--- src/design/ecpa_pkg.sv ---
// shared types and constants for the elliptic-curve point unit
package ecpa_pkg;

  localparam int SCALAR_BITS = 16;
  localparam int CFG_IDX_BITS = 1;

  localparam logic [CFG_IDX_BITS-1:0] REG_CURVE_A = 1'b0;
  localparam logic [CFG_IDX_BITS-1:0] REG_MODULUS = 1'b1;

  typedef enum logic [1:0] {
    OP_ADD,
    OP_SUB,
    OP_MUL,
    OP_DIV
  } alu_op_t;

  typedef struct packed {
    logic    start;
    alu_op_t op;
  } alu_req_t;

  typedef enum logic [4:0] {
    S_IDLE,
    S_RED_A,
    S_RED_PX,
    S_RED_PY,
    S_RED_QX,
    S_RED_QY,
    S_INIT,
    S_ADD_BEGIN,
    S_EQ_SQ,
    S_EQ_3A,
    S_EQ_3B,
    S_EQ_NUM,
    S_EQ_DEN,
    S_NE_NUM,
    S_NE_DEN,
    S_INV_TEST,
    S_INV_DIV,
    S_INV_MUL,
    S_INV_SUB,
    S_K,
    S_KK,
    S_X3A,
    S_X3B,
    S_Y3A,
    S_Y3B,
    S_Y3C,
    S_LOOP,
    S_OUT
  } state_t;

endpackage

--- src/design/ecpa_in_if.sv ---
// input word channel: operation mode, two points and a scalar
interface ecpa_in_if #(
  parameter int W = 16
);
  import ecpa_pkg::*;
  logic                   valid;
  logic                   ready;
  logic                   mode;
  logic [W-1:0]           px;
  logic [W-1:0]           py;
  logic [W-1:0]           qx;
  logic [W-1:0]           qy;
  logic [SCALAR_BITS-1:0] scalar;

  modport source (output valid, mode, px, py, qx, qy, scalar, input ready);
  modport sink (input valid, mode, px, py, qx, qy, scalar, output ready);
endinterface

--- src/design/ecpa_out_if.sv ---
// result word channel: result point and missing-inverse flag
interface ecpa_out_if #(
  parameter int W = 16
);
  logic         valid;
  logic         ready;
  logic [W-1:0] rx;
  logic [W-1:0] ry;
  logic         no_inverse;

  modport source (output valid, rx, ry, no_inverse, input ready);
  modport sink (input valid, rx, ry, no_inverse, output ready);
endinterface

--- src/design/ec_point_add_scalar_mul.sv ---
// top level: affine point add and scalar multiply over a prime field
// add mode: five reductions, then one point add with one inversion by extended euclid
// each euclid step is a divide, a multiply, a subtract and a test
// scalar mode: three reductions, then up to (scalar-1) adds, each with one inversion
// throughput: one word at a time, input taken again once the result sits in the output register
// synchronous active-low reset: curve_a=4, modulus=29, sequencer idle, no result
module ec_point_add_scalar_mul
  import ecpa_pkg::*;
#(
  parameter int FIELD_BITS = 16
) (
  input  logic                    clk,
  input  logic                    rst_n,
  ecpa_in_if.sink                 in_ch,
  ecpa_out_if.source              out_ch,
  input  logic                    cfg_we,
  input  logic [CFG_IDX_BITS-1:0] cfg_idx,
  input  logic [FIELD_BITS-1:0]   cfg_wdata
);

  localparam int W = FIELD_BITS;
  localparam logic [W-1:0] ONE = W'(1);

  // configuration registers
  logic [W-1:0] curve_a_r, mod_r;

  // sequencer
  state_t state_r, state_nxt;
  logic   issued_r;

  // working registers: r holds the running point, q the addend
  logic                   mode_r, err_r;
  logic [SCALAR_BITS-1:0] n_r, cnt_r, cnt_inc;
  logic [W-1:0] a_r, px_r, py_r, qx_r, qy_r, rx_r, ry_r;
  logic [W-1:0] num_r, tmp_r, k_r, x3_r, q_r, rem_r;
  logic [W-1:0] r0_r, r1_r, t0_r, t1_r;

  // output register
  logic         out_valid_r;
  logic [W-1:0] out_rx_r, out_ry_r;
  logic         out_err_r;

  // alu hookup
  logic         alu_use, alu_done;
  alu_op_t      alu_op;
  alu_req_t     alu_req;
  logic [W-1:0] alu_a, alu_b, alu_res, alu_quo;
  logic         out_free, pt_equal;

  assign cnt_inc  = cnt_r + SCALAR_BITS'(1);
  assign out_free = !out_valid_r || out_ch.ready;
  assign pt_equal = (rx_r == qx_r) && (ry_r == qy_r);

  ecpa_alu #(.W(W)) u_alu (
    .clk  (clk),
    .rst_n(rst_n),
    .req  (alu_req),
    .opa  (alu_a),
    .opb  (alu_b),
    .modv (mod_r),
    .done (alu_done),
    .res  (alu_res),
    .quo  (alu_quo)
  );

  // next state
  always_comb begin
    state_nxt = state_r;
    case (state_r)
      S_IDLE: begin
        if (in_ch.valid) begin
          state_nxt = (mod_r < W'(2)) ? S_OUT : S_RED_A;
        end
      end
      S_RED_A:  if (alu_done) state_nxt = S_RED_PX;
      S_RED_PX: if (alu_done) state_nxt = S_RED_PY;
      S_RED_PY: if (alu_done) state_nxt = mode_r ? S_INIT : S_RED_QX;
      S_RED_QX: if (alu_done) state_nxt = S_RED_QY;
      S_RED_QY: if (alu_done) state_nxt = S_INIT;
      S_INIT: begin
        if (!mode_r || (SCALAR_BITS'(1) < n_r)) begin
          state_nxt = S_ADD_BEGIN;
        end else begin
          state_nxt = S_OUT;
        end
      end
      S_ADD_BEGIN: state_nxt = pt_equal ? S_EQ_SQ : S_NE_NUM;
      S_EQ_SQ:  if (alu_done) state_nxt = S_EQ_3A;
      S_EQ_3A:  if (alu_done) state_nxt = S_EQ_3B;
      S_EQ_3B:  if (alu_done) state_nxt = S_EQ_NUM;
      S_EQ_NUM: if (alu_done) state_nxt = S_EQ_DEN;
      S_EQ_DEN: if (alu_done) state_nxt = S_INV_TEST;
      S_NE_NUM: if (alu_done) state_nxt = S_NE_DEN;
      S_NE_DEN: if (alu_done) state_nxt = S_INV_TEST;
      S_INV_TEST: begin
        if (r1_r != '0) begin
          state_nxt = S_INV_DIV;
        end else begin
          state_nxt = (r0_r == ONE) ? S_K : S_OUT;
        end
      end
      S_INV_DIV: if (alu_done) state_nxt = S_INV_MUL;
      S_INV_MUL: if (alu_done) state_nxt = S_INV_SUB;
      S_INV_SUB: if (alu_done) state_nxt = S_INV_TEST;
      S_K:   if (alu_done) state_nxt = S_KK;
      S_KK:  if (alu_done) state_nxt = S_X3A;
      S_X3A: if (alu_done) state_nxt = S_X3B;
      S_X3B: if (alu_done) state_nxt = S_Y3A;
      S_Y3A: if (alu_done) state_nxt = S_Y3B;
      S_Y3B: if (alu_done) state_nxt = S_Y3C;
      S_Y3C: if (alu_done) state_nxt = S_LOOP;
      S_LOOP: state_nxt = (mode_r && (cnt_inc < n_r)) ? S_ADD_BEGIN : S_OUT;
      S_OUT:  if (out_free) state_nxt = S_IDLE;
      default: state_nxt = S_IDLE;
    endcase
  end

  // alu operand selection per micro-step
  always_comb begin
    alu_use = 1'b0;
    alu_op  = OP_ADD;
    alu_a   = '0;
    alu_b   = '0;
    case (state_r)
      S_RED_A:    begin alu_use = 1'b1; alu_op = OP_MUL; alu_a = curve_a_r; alu_b = ONE; end
      S_RED_PX:   begin alu_use = 1'b1; alu_op = OP_MUL; alu_a = px_r; alu_b = ONE; end
      S_RED_PY:   begin alu_use = 1'b1; alu_op = OP_MUL; alu_a = py_r; alu_b = ONE; end
      S_RED_QX:   begin alu_use = 1'b1; alu_op = OP_MUL; alu_a = qx_r; alu_b = ONE; end
      S_RED_QY:   begin alu_use = 1'b1; alu_op = OP_MUL; alu_a = qy_r; alu_b = ONE; end
      S_EQ_SQ:    begin alu_use = 1'b1; alu_op = OP_MUL; alu_a = rx_r; alu_b = rx_r; end
      S_EQ_3A:    begin alu_use = 1'b1; alu_op = OP_ADD; alu_a = tmp_r; alu_b = tmp_r; end
      S_EQ_3B:    begin alu_use = 1'b1; alu_op = OP_ADD; alu_a = num_r; alu_b = tmp_r; end
      S_EQ_NUM:   begin alu_use = 1'b1; alu_op = OP_ADD; alu_a = num_r; alu_b = a_r; end
      S_EQ_DEN:   begin alu_use = 1'b1; alu_op = OP_ADD; alu_a = ry_r; alu_b = ry_r; end
      S_NE_NUM:   begin alu_use = 1'b1; alu_op = OP_SUB; alu_a = qy_r; alu_b = ry_r; end
      S_NE_DEN:   begin alu_use = 1'b1; alu_op = OP_SUB; alu_a = qx_r; alu_b = rx_r; end
      S_INV_DIV:  begin alu_use = 1'b1; alu_op = OP_DIV; alu_a = r0_r; alu_b = r1_r; end
      S_INV_MUL:  begin alu_use = 1'b1; alu_op = OP_MUL; alu_a = q_r; alu_b = t1_r; end
      S_INV_SUB:  begin alu_use = 1'b1; alu_op = OP_SUB; alu_a = t0_r; alu_b = tmp_r; end
      S_K:        begin alu_use = 1'b1; alu_op = OP_MUL; alu_a = num_r; alu_b = t0_r; end
      S_KK:       begin alu_use = 1'b1; alu_op = OP_MUL; alu_a = k_r; alu_b = k_r; end
      S_X3A:      begin alu_use = 1'b1; alu_op = OP_SUB; alu_a = tmp_r; alu_b = rx_r; end
      S_X3B:      begin alu_use = 1'b1; alu_op = OP_SUB; alu_a = tmp_r; alu_b = qx_r; end
      S_Y3A:      begin alu_use = 1'b1; alu_op = OP_SUB; alu_a = rx_r; alu_b = x3_r; end
      S_Y3B:      begin alu_use = 1'b1; alu_op = OP_MUL; alu_a = k_r; alu_b = tmp_r; end
      S_Y3C:      begin alu_use = 1'b1; alu_op = OP_SUB; alu_a = tmp_r; alu_b = ry_r; end
      default:    alu_use = 1'b0;
    endcase
  end

  // one start per alu step, then wait for done
  assign alu_req.start = alu_use && !issued_r;
  assign alu_req.op    = alu_op;

  // control registers
  always_ff @(posedge clk) begin
    if (!rst_n) begin
      state_r     <= S_IDLE;
      issued_r    <= 1'b0;
      out_valid_r <= 1'b0;
      curve_a_r   <= W'(4);
      mod_r       <= W'(29);
    end else begin
      state_r <= state_nxt;
      if (alu_done) begin
        issued_r <= 1'b0;
      end else if (alu_req.start) begin
        issued_r <= 1'b1;
      end
      if (state_r == S_OUT && out_free) begin
        out_valid_r <= 1'b1;
      end else if (out_ch.ready) begin
        out_valid_r <= 1'b0;
      end
      if (cfg_we) begin
        case (cfg_idx)
          REG_CURVE_A: curve_a_r <= cfg_wdata;
          REG_MODULUS: mod_r     <= cfg_wdata;
          default:     ;
        endcase
      end
    end
  end

  // datapath registers
  always_ff @(posedge clk) begin
    case (state_r)
      S_IDLE: begin
        if (in_ch.valid) begin
          mode_r <= in_ch.mode;
          px_r   <= in_ch.px;
          py_r   <= in_ch.py;
          qx_r   <= in_ch.qx;
          qy_r   <= in_ch.qy;
          n_r    <= in_ch.scalar;
          cnt_r  <= SCALAR_BITS'(1);
          err_r  <= (mod_r < W'(2));
        end
      end
      S_RED_A:  if (alu_done) a_r  <= alu_res;
      S_RED_PX: if (alu_done) px_r <= alu_res;
      S_RED_PY: if (alu_done) py_r <= alu_res;
      S_RED_QX: if (alu_done) qx_r <= alu_res;
      S_RED_QY: if (alu_done) qy_r <= alu_res;
      S_INIT: begin
        rx_r <= px_r;
        ry_r <= py_r;
        if (mode_r) begin
          qx_r <= px_r;
          qy_r <= py_r;
        end
      end
      S_EQ_SQ:  if (alu_done) tmp_r <= alu_res;
      S_EQ_3A:  if (alu_done) num_r <= alu_res;
      S_EQ_3B:  if (alu_done) num_r <= alu_res;
      S_EQ_NUM: if (alu_done) num_r <= alu_res;
      S_NE_NUM: if (alu_done) num_r <= alu_res;
      S_EQ_DEN, S_NE_DEN: begin
        // start extended euclid: r0=m, r1=den, t0=0, t1=1
        if (alu_done) begin
          r1_r <= alu_res;
          r0_r <= mod_r;
          t0_r <= '0;
          t1_r <= ONE;
        end
      end
      S_INV_TEST: begin
        if (r1_r == '0 && r0_r != ONE) begin
          err_r <= 1'b1;
        end
      end
      S_INV_DIV: begin
        if (alu_done) begin
          q_r   <= alu_quo;
          rem_r <= alu_res;
        end
      end
      S_INV_MUL: if (alu_done) tmp_r <= alu_res;
      S_INV_SUB: begin
        if (alu_done) begin
          r0_r <= r1_r;
          r1_r <= rem_r;
          t0_r <= t1_r;
          t1_r <= alu_res;
        end
      end
      S_K:   if (alu_done) k_r   <= alu_res;
      S_KK:  if (alu_done) tmp_r <= alu_res;
      S_X3A: if (alu_done) tmp_r <= alu_res;
      S_X3B: if (alu_done) x3_r  <= alu_res;
      S_Y3A: if (alu_done) tmp_r <= alu_res;
      S_Y3B: if (alu_done) tmp_r <= alu_res;
      S_Y3C: begin
        if (alu_done) begin
          rx_r <= x3_r;
          ry_r <= alu_res;
        end
      end
      S_LOOP: cnt_r <= cnt_inc;
      S_OUT: begin
        if (out_free) begin
          out_rx_r  <= err_r ? '0 : rx_r;
          out_ry_r  <= err_r ? '0 : ry_r;
          out_err_r <= err_r;
        end
      end
      default: ;
    endcase
  end

  assign in_ch.ready       = (state_r == S_IDLE);
  assign out_ch.valid      = out_valid_r;
  assign out_ch.rx         = out_rx_r;
  assign out_ch.ry         = out_ry_r;
  assign out_ch.no_inverse = out_err_r;

  a_err_zero: assert property (@(posedge clk) disable iff (!rst_n)
    (out_valid_r && out_err_r) |-> (out_rx_r == '0 && out_ry_r == '0))
    else $error("error word carries nonzero point");
  a_done_in_alu_state: assert property (@(posedge clk) disable iff (!rst_n)
    alu_done |-> alu_use) else $error("alu result arrived outside an alu step");
  a_issue_once: assert property (@(posedge clk) disable iff (!rst_n)
    (issued_r && !alu_done) |=> (state_r == $past(state_r)))
    else $error("sequencer left a step before its alu result");
  a_count_bound: assert property (@(posedge clk) disable iff (!rst_n)
    (state_r == S_ADD_BEGIN && mode_r) |-> cnt_r < n_r)
    else $error("point add beyond scalar count");

endmodule

--- src/design/ecpa_alu.sv ---
// shared modular arithmetic unit: add, subtract, bit-serial multiply and divide
module ecpa_alu
  import ecpa_pkg::*;
#(
  parameter int W = 16
) (
  input  logic         clk,
  input  logic         rst_n,
  input  alu_req_t     req,
  input  logic [W-1:0] opa,
  input  logic [W-1:0] opb,
  input  logic [W-1:0] modv,
  output logic         done,
  output logic [W-1:0] res,
  output logic [W-1:0] quo
);

  localparam int CW = $clog2(W);
  localparam logic [CW-1:0] LAST = CW'(W - 1);

  logic          busy_r, busy_nxt;
  logic          done_r, done_nxt;
  alu_op_t       op_r, op_nxt;
  logic [W-1:0]  a_r, a_nxt;
  logic [W-1:0]  b_r, b_nxt;
  logic [W-1:0]  acc_r, acc_nxt;
  logic [W-1:0]  quo_r, quo_nxt;
  logic [CW-1:0] cnt_r, cnt_nxt;

  logic          bit_in;
  logic [W:0]    dbl, dbl_red, sum, sum_red, rr, qs, qd;
  logic [W-1:0]  mul_step, div_step, add_res, sub_res;
  logic          div_ge;

  assign bit_in = a_r[W-1];

  always_comb begin
    // multiply step: acc = 2*acc + bit*b, both halves reduced once
    dbl      = {acc_r, 1'b0};
    dbl_red  = (dbl >= {1'b0, modv}) ? dbl - {1'b0, modv} : dbl;
    sum      = dbl_red + (bit_in ? {1'b0, b_r} : '0);
    sum_red  = (sum >= {1'b0, modv}) ? sum - {1'b0, modv} : sum;
    mul_step = sum_red[W-1:0];
    // restoring division step
    rr       = {acc_r, bit_in};
    div_ge   = rr >= {1'b0, b_r};
    div_step = div_ge ? W'(rr - {1'b0, b_r}) : rr[W-1:0];
    // combinational add and subtract of residues
    qs       = {1'b0, opa} + {1'b0, opb};
    add_res  = (qs >= {1'b0, modv}) ? W'(qs - {1'b0, modv}) : qs[W-1:0];
    qd       = {1'b0, opa} + {1'b0, modv} - {1'b0, opb};
    sub_res  = (opa >= opb) ? (opa - opb) : qd[W-1:0];
  end

  always_comb begin
    busy_nxt = busy_r;
    done_nxt = 1'b0;
    op_nxt   = op_r;
    a_nxt    = a_r;
    b_nxt    = b_r;
    acc_nxt  = acc_r;
    quo_nxt  = quo_r;
    cnt_nxt  = cnt_r;
    if (req.start) begin
      op_nxt  = req.op;
      a_nxt   = opa;
      b_nxt   = opb;
      quo_nxt = '0;
      cnt_nxt = '0;
      case (req.op)
        OP_ADD: begin
          acc_nxt  = add_res;
          done_nxt = 1'b1;
        end
        OP_SUB: begin
          acc_nxt  = sub_res;
          done_nxt = 1'b1;
        end
        default: begin
          acc_nxt  = '0;
          busy_nxt = 1'b1;
        end
      endcase
    end else if (busy_r) begin
      a_nxt   = {a_r[W-2:0], 1'b0};
      cnt_nxt = cnt_r + CW'(1);
      if (op_r == OP_DIV) begin
        acc_nxt = div_step;
        quo_nxt = {quo_r[W-2:0], div_ge};
      end else begin
        acc_nxt = mul_step;
      end
      if (cnt_r == LAST) begin
        busy_nxt = 1'b0;
        done_nxt = 1'b1;
      end
    end
  end

  always_ff @(posedge clk) begin
    if (!rst_n) begin
      busy_r <= 1'b0;
      done_r <= 1'b0;
      op_r   <= OP_ADD;
      cnt_r  <= '0;
    end else begin
      busy_r <= busy_nxt;
      done_r <= done_nxt;
      op_r   <= op_nxt;
      cnt_r  <= cnt_nxt;
    end
  end

  always_ff @(posedge clk) begin
    a_r   <= a_nxt;
    b_r   <= b_nxt;
    acc_r <= acc_nxt;
    quo_r <= quo_nxt;
  end

  assign done = done_r;
  assign res  = acc_r;
  assign quo  = quo_r;

  a_no_start_busy: assert property (@(posedge clk) disable iff (!rst_n)
    req.start |-> !busy_r) else $error("alu started while busy");
  a_done_single: assert property (@(posedge clk) disable iff (!rst_n)
    done_r |-> !busy_r) else $error("alu done while still iterating");
  a_mul_reduced: assert property (@(posedge clk) disable iff (!rst_n)
    (done_r && op_r == OP_MUL && modv > W'(1)) |-> acc_r < modv)
    else $error("product not reduced");

endmodule

--- src/flat_wrapper.sv ---
// flat-port wrapper written by rule: the top's interface ports become plain ports
module ec_point_add_scalar_mul_flat import ecpa_pkg::*;
#(
  parameter int FIELD_BITS = 16
)
  (clk, rst_n, cfg_we, cfg_idx, cfg_wdata, in_ch_valid, in_ch_mode, in_ch_px, in_ch_py, in_ch_qx, in_ch_qy, in_ch_scalar, in_ch_ready, out_ch_valid, out_ch_rx, out_ch_ry, out_ch_no_inverse, out_ch_ready);
  ecpa_in_if #(.W((16))) in_ch_i ();
  ecpa_out_if #(.W((16))) out_ch_i ();
  input  logic clk;
  input  logic rst_n;
  input  logic cfg_we;
  input  logic [CFG_IDX_BITS-1:0] cfg_idx;
  input  logic [FIELD_BITS-1:0] cfg_wdata;
  input wire logic [$bits(in_ch_i.valid)-1:0] in_ch_valid;
  input wire logic [$bits(in_ch_i.mode)-1:0] in_ch_mode;
  input wire logic [$bits(in_ch_i.px)-1:0] in_ch_px;
  input wire logic [$bits(in_ch_i.py)-1:0] in_ch_py;
  input wire logic [$bits(in_ch_i.qx)-1:0] in_ch_qx;
  input wire logic [$bits(in_ch_i.qy)-1:0] in_ch_qy;
  input wire logic [$bits(in_ch_i.scalar)-1:0] in_ch_scalar;
  output wire logic [$bits(in_ch_i.ready)-1:0] in_ch_ready;
  output wire logic [$bits(out_ch_i.valid)-1:0] out_ch_valid;
  output wire logic [$bits(out_ch_i.rx)-1:0] out_ch_rx;
  output wire logic [$bits(out_ch_i.ry)-1:0] out_ch_ry;
  output wire logic [$bits(out_ch_i.no_inverse)-1:0] out_ch_no_inverse;
  input wire logic [$bits(out_ch_i.ready)-1:0] out_ch_ready;
  assign in_ch_i.valid = in_ch_valid;
  assign in_ch_i.mode = in_ch_mode;
  assign in_ch_i.px = in_ch_px;
  assign in_ch_i.py = in_ch_py;
  assign in_ch_i.qx = in_ch_qx;
  assign in_ch_i.qy = in_ch_qy;
  assign in_ch_i.scalar = in_ch_scalar;
  assign in_ch_ready = in_ch_i.ready;
  assign out_ch_valid = out_ch_i.valid;
  assign out_ch_rx = out_ch_i.rx;
  assign out_ch_ry = out_ch_i.ry;
  assign out_ch_no_inverse = out_ch_i.no_inverse;
  assign out_ch_i.ready = out_ch_ready;
  ec_point_add_scalar_mul #(.FIELD_BITS(FIELD_BITS)) u_core (.clk(clk), .rst_n(rst_n), .in_ch(in_ch_i), .out_ch(out_ch_i), .cfg_we(cfg_we), .cfg_idx(cfg_idx), .cfg_wdata(cfg_wdata));
endmodule
--- config.mk ---
export PLATFORM = sky130hd
export DESIGN_NAME = ec_point_add_scalar_mul_flat
export DESIGN_NICKNAME = d
export VERILOG_FILES = /design/src/design/ecpa_pkg.sv /design/src/design/ecpa_in_if.sv /design/src/design/ecpa_out_if.sv /design/src/design/ec_point_add_scalar_mul.sv /design/src/design/ecpa_alu.sv /design/src/flat_wrapper.sv
export SDC_FILE = /design/constraint.sdc
export NUM_CORES = 1
export LEC_CHECK = 0
export BUFFER_PORTS_ARGS = -buffer_cell sky130_fd_sc_hd__buf_2
export CAP_MARGIN = 20
export CELL_PAD_IN_SITES_DETAIL_PLACEMENT = 1
export CELL_PAD_IN_SITES_GLOBAL_PLACEMENT = 2
export CORE_ASPECT_RATIO = 0.6
export CORE_MARGIN = 4
export CORE_UTILIZATION = 44
export DETAILED_ROUTE_END_ITERATION = 10
export GPL_TIMING_DRIVEN = 0
export PLACE_DENSITY = 0.9
export SYNTH_ARGS = -nofsm -noshare
export SYNTH_HDL_FRONTEND = slang
export SYNTH_SLANG_ARGS = --single-unit
--- constraint.sdc ---
create_clock -name clk -period 15.4 [get_ports clk]
set_input_delay 0 -clock clk [delete_from_list [all_inputs] [get_ports clk]]
set_output_delay 0 -clock clk [all_outputs]
set_load 0.05 [all_outputs]
==> results.md <==
* Placed Area at roughly 0.03 mm2
* Outcome: finished, final reports clean
* Max incr delay on CP at 1.00 ns
* TritonCTS clock tree: built
* Post-synth ARST share at 0
* Max Clock Freq at 98.3 MHz
* Worst slew pin tran at about 1.3 ns
* Pin count of the biggest net entering global routing at 34
* Most common cell after layout, fill and taps aside: edfxtp_1
* Number of synthesized flops with an enable pin at 387
* Post-synthesis sequential area ratio at 0.461
* Setup violators final at 0
* Num CTS Buffers at 46
* P per Cell Area at around 270 mW/mm2
* Share of post-route cells with drive strength above 1 at 0.135
* Max-cap violation count at 0
* Crit-path slowest cell: nor2_1
* Initial antenna violation count at 2
* Combinational Power Share at 0.635
* Chip height at 203 um
* YS warnings at 0
* Top_reg_cell synth: edfxtp_1
* Clock share of power at 0.140
* Layout Skew at 0.0317 ns
* DR iter-0 viols at 4182
* NetSw at roughly 4.3 mW
* Clk buf depth at 3
* Crit path DAT at 10.49 ns
* Clock slew at reported path FFs at 0.08 ns
* Layout Cells excl Fill at 3941
* Leakage dissipation at around 12 nW
* Core area at 0.0627 mm2
* Final hold violations at 0
* Vias in the first global route at 25500
* Setup TNS at 0 ns
* Max FO, Critical Path at 10
* Via count at between 20000 and 30000
* Max-slew violation count at 0
* Final instance area at 0.0329 mm2
* Fill count at roughly 7000
* Residual DRC count at 0
* GRT overflow at 0
* Total wire length at between 100 and 150 mm
* Post-layout nets at 3331
* Post-CTS Setup Bufs at 0
* Internal Power at 4.57 mW
* Clock Latency Late Sink at 0.63 ns
* Sw Ratio at 0.484
* CP Capture Type: flip-flop
* Post-synthesis cell count at 2733
* Hpwl dp at 98.2 mm
* GRT Total Usage at 0.368
* Tcrit/Tclk final at 0.660
* Tmin final at between 10 and 15 ns
* Clock H-tree levels at 2
* Peak VDD IR at 0.217 mV
* Antenna-violating nets left at 0
* Sequential share of power at 0.224
* First-pass GRT wire length at approximately 180 mm
* Die area at 0.0677 mm2
* RSZ-0062 raised after global routing: no
* CTS root buffer: clkbuf_16
* Post-CTS Resized at 0
* 1st-pass router iterations at 8
* CTS sink cnt at 450
* Synthesized cell area at 0.0279 mm2
* Startpoint Class: flip-flop
* Most frequent cells in the layout: edfxtp_1, nand2_1, a21oi_1
* Critical path class: flip-flop to flip-flop
* Inst Count DP at between 3000 and 4000
* GP Congestion at 1.01
* # rows at 71
* Worst slew margin at 0.153
* Port Buffers at 137
* Synth-to-layout area growth at 17.6%
* Mapped Nets at 3004
* Post-DR vias/cell at 6.58
* Routed WL per cell at between 30 and 40 um
* CP Data Required Time at 15.72 ns
* Worst Hold Class: primary input to flip-flop
* Flops & latches, synth at 450
* Initial Util at 0.445
* Unique masters post-synth at 88
* Synthesized area per cell at around 10 um2
* # IOs at 138
* Hold_buf cts at 104
* Die Wd at 333 um
-- worst max-delay path: cells and delay by family, from the launching register on --
kind	cells	cell delay [ns]
compound gates	9	3.04
fa+ha+maj	3	1.07
buf+inv	5	1.94
flops	1	0.35
mux	1	0.37
simple gates	10	3.07
-- synth_stat cells (6+ instances only) --
cell type  count  area share
a221oi_1      23      0.0072
a21oi_1      184       0.033
nor3_1        48      0.0086
ha_1         146       0.065
o211ai_1      30      0.0081
a31oi_1       15      0.0034
nand2b_1      30      0.0067
xor2_1        40       0.013
o31ai_1        8      0.0022
or3_1         19      0.0043
a222oi_1      17      0.0061
buf_2         15      0.0027
xnor2_1      104       0.033
nand3_1       54      0.0097
mux2i_1       20      0.0072
o21a_1        18      0.0048
a21boi_0       8      0.0022
and3_1        16      0.0036
nor3b_1        6      0.0016
o31a_1        10      0.0031
o21ai_1        7      0.0013
or2_2         14      0.0031
nor2b_1       60       0.013
o21ai_0       87       0.016
a221o_1        9      0.0032
edfxtp_1     387        0.42
clkbuf_1     100       0.013
nand4_1       39      0.0087
and2_1        56       0.013
nor2_1       148       0.020
a2111oi_0     21      0.0066
a211oi_1      25      0.0067
mux2_2        97       0.039
a21o_1        34      0.0091
o21bai_1      13      0.0035
buf_1         14      0.0019
inv_1        147       0.020
nand3b_1       6      0.0016
fa_1          22       0.016
dfxtp_1       63       0.045
nand2_1      313       0.042
a22o_1        26      0.0082
nor4_1        19      0.0043
a22oi_1      126       0.034
a211o_1        7      0.0022
-- cell type report --
type | instances | area (um2) | area share
inverters | 147 | 552 | 0.0168
plain buffers | 134 | 547 | 0.0166
repair buffers | 279 | 2130 | 0.0647
clock inverters | 34 | 427 | 0.0130
clock buffers | 52 | 1180 | 0.0360
well taps | 839 | 1050 | 0.0320
multi-input cells | 2002 | 14100 | 0.428
flip-flops and latches | 450 | 12900 | 0.392
diodes | 4 | 10.0 | 0.000305
-- metal layers --
layer	vias up	share of wire	global-route usage
met3	242	0.16	0.162
met1	13000	0.43	0.534
li1	10800	-	-
met2	1806	0.39	0.499
met4	2	0.027	0.0893
met5	-	0.00010	0
-- path summary, 6_finish.rpt --
path                                           from                  end  slack (ns)  cells after the start
worst max-delay path              u_core.state_r[0]  u_core.u_alu.res[6]        5.23                     28
worst min-delay path                     in_ch_mode        u_core.mode_r        0.08                      2
worst min register to register  u_core.u_alu.quo[9]        u_core.q_r[9]        0.47                      0
worst max register to register    u_core.state_r[0]  u_core.u_alu.res[6]        5.23                     28
-- cell families after synthesis --
group | share of synthesized area
xor gates and xnor gates | 0.0452
adders and majority gates | 0.0812
and+or+nand+nor | 0.146
AOI/OAI and AO/OA | 0.178
DFF | 0.461
muxes | 0.0483
buffers and inverters | 0.0393
-- metrics by stage --
step,power (mW),worst slack (ns),utilization,hold WS [ns]
finish,8.86,5.23,0.524,0.0801
global placement,7.13,5.14,0.473,0.182
floorplan,5.68,8.69,-,0.0989
CTS,8.63,5.82,0.523,0.0663
global route,9.29,5.09,0.524,0.0824
detailed placement,7.36,5.89,0.481,0.178
-- power by group through the flow --
stage	Sequential, mW	Clock [mW]	Combinational [mW]
6_report	1.99	1.24	5.63
5_1_grt	1.99	1.29	6.00
4_1_cts	1.97	1.24	5.43
3_5_place_dp	1.99	0	5.37
3_3_place_gp	1.99	0	5.14
2_1_floorplan	1.82	0	3.86
Note: power is estimated with default switching activity, not from simulation.
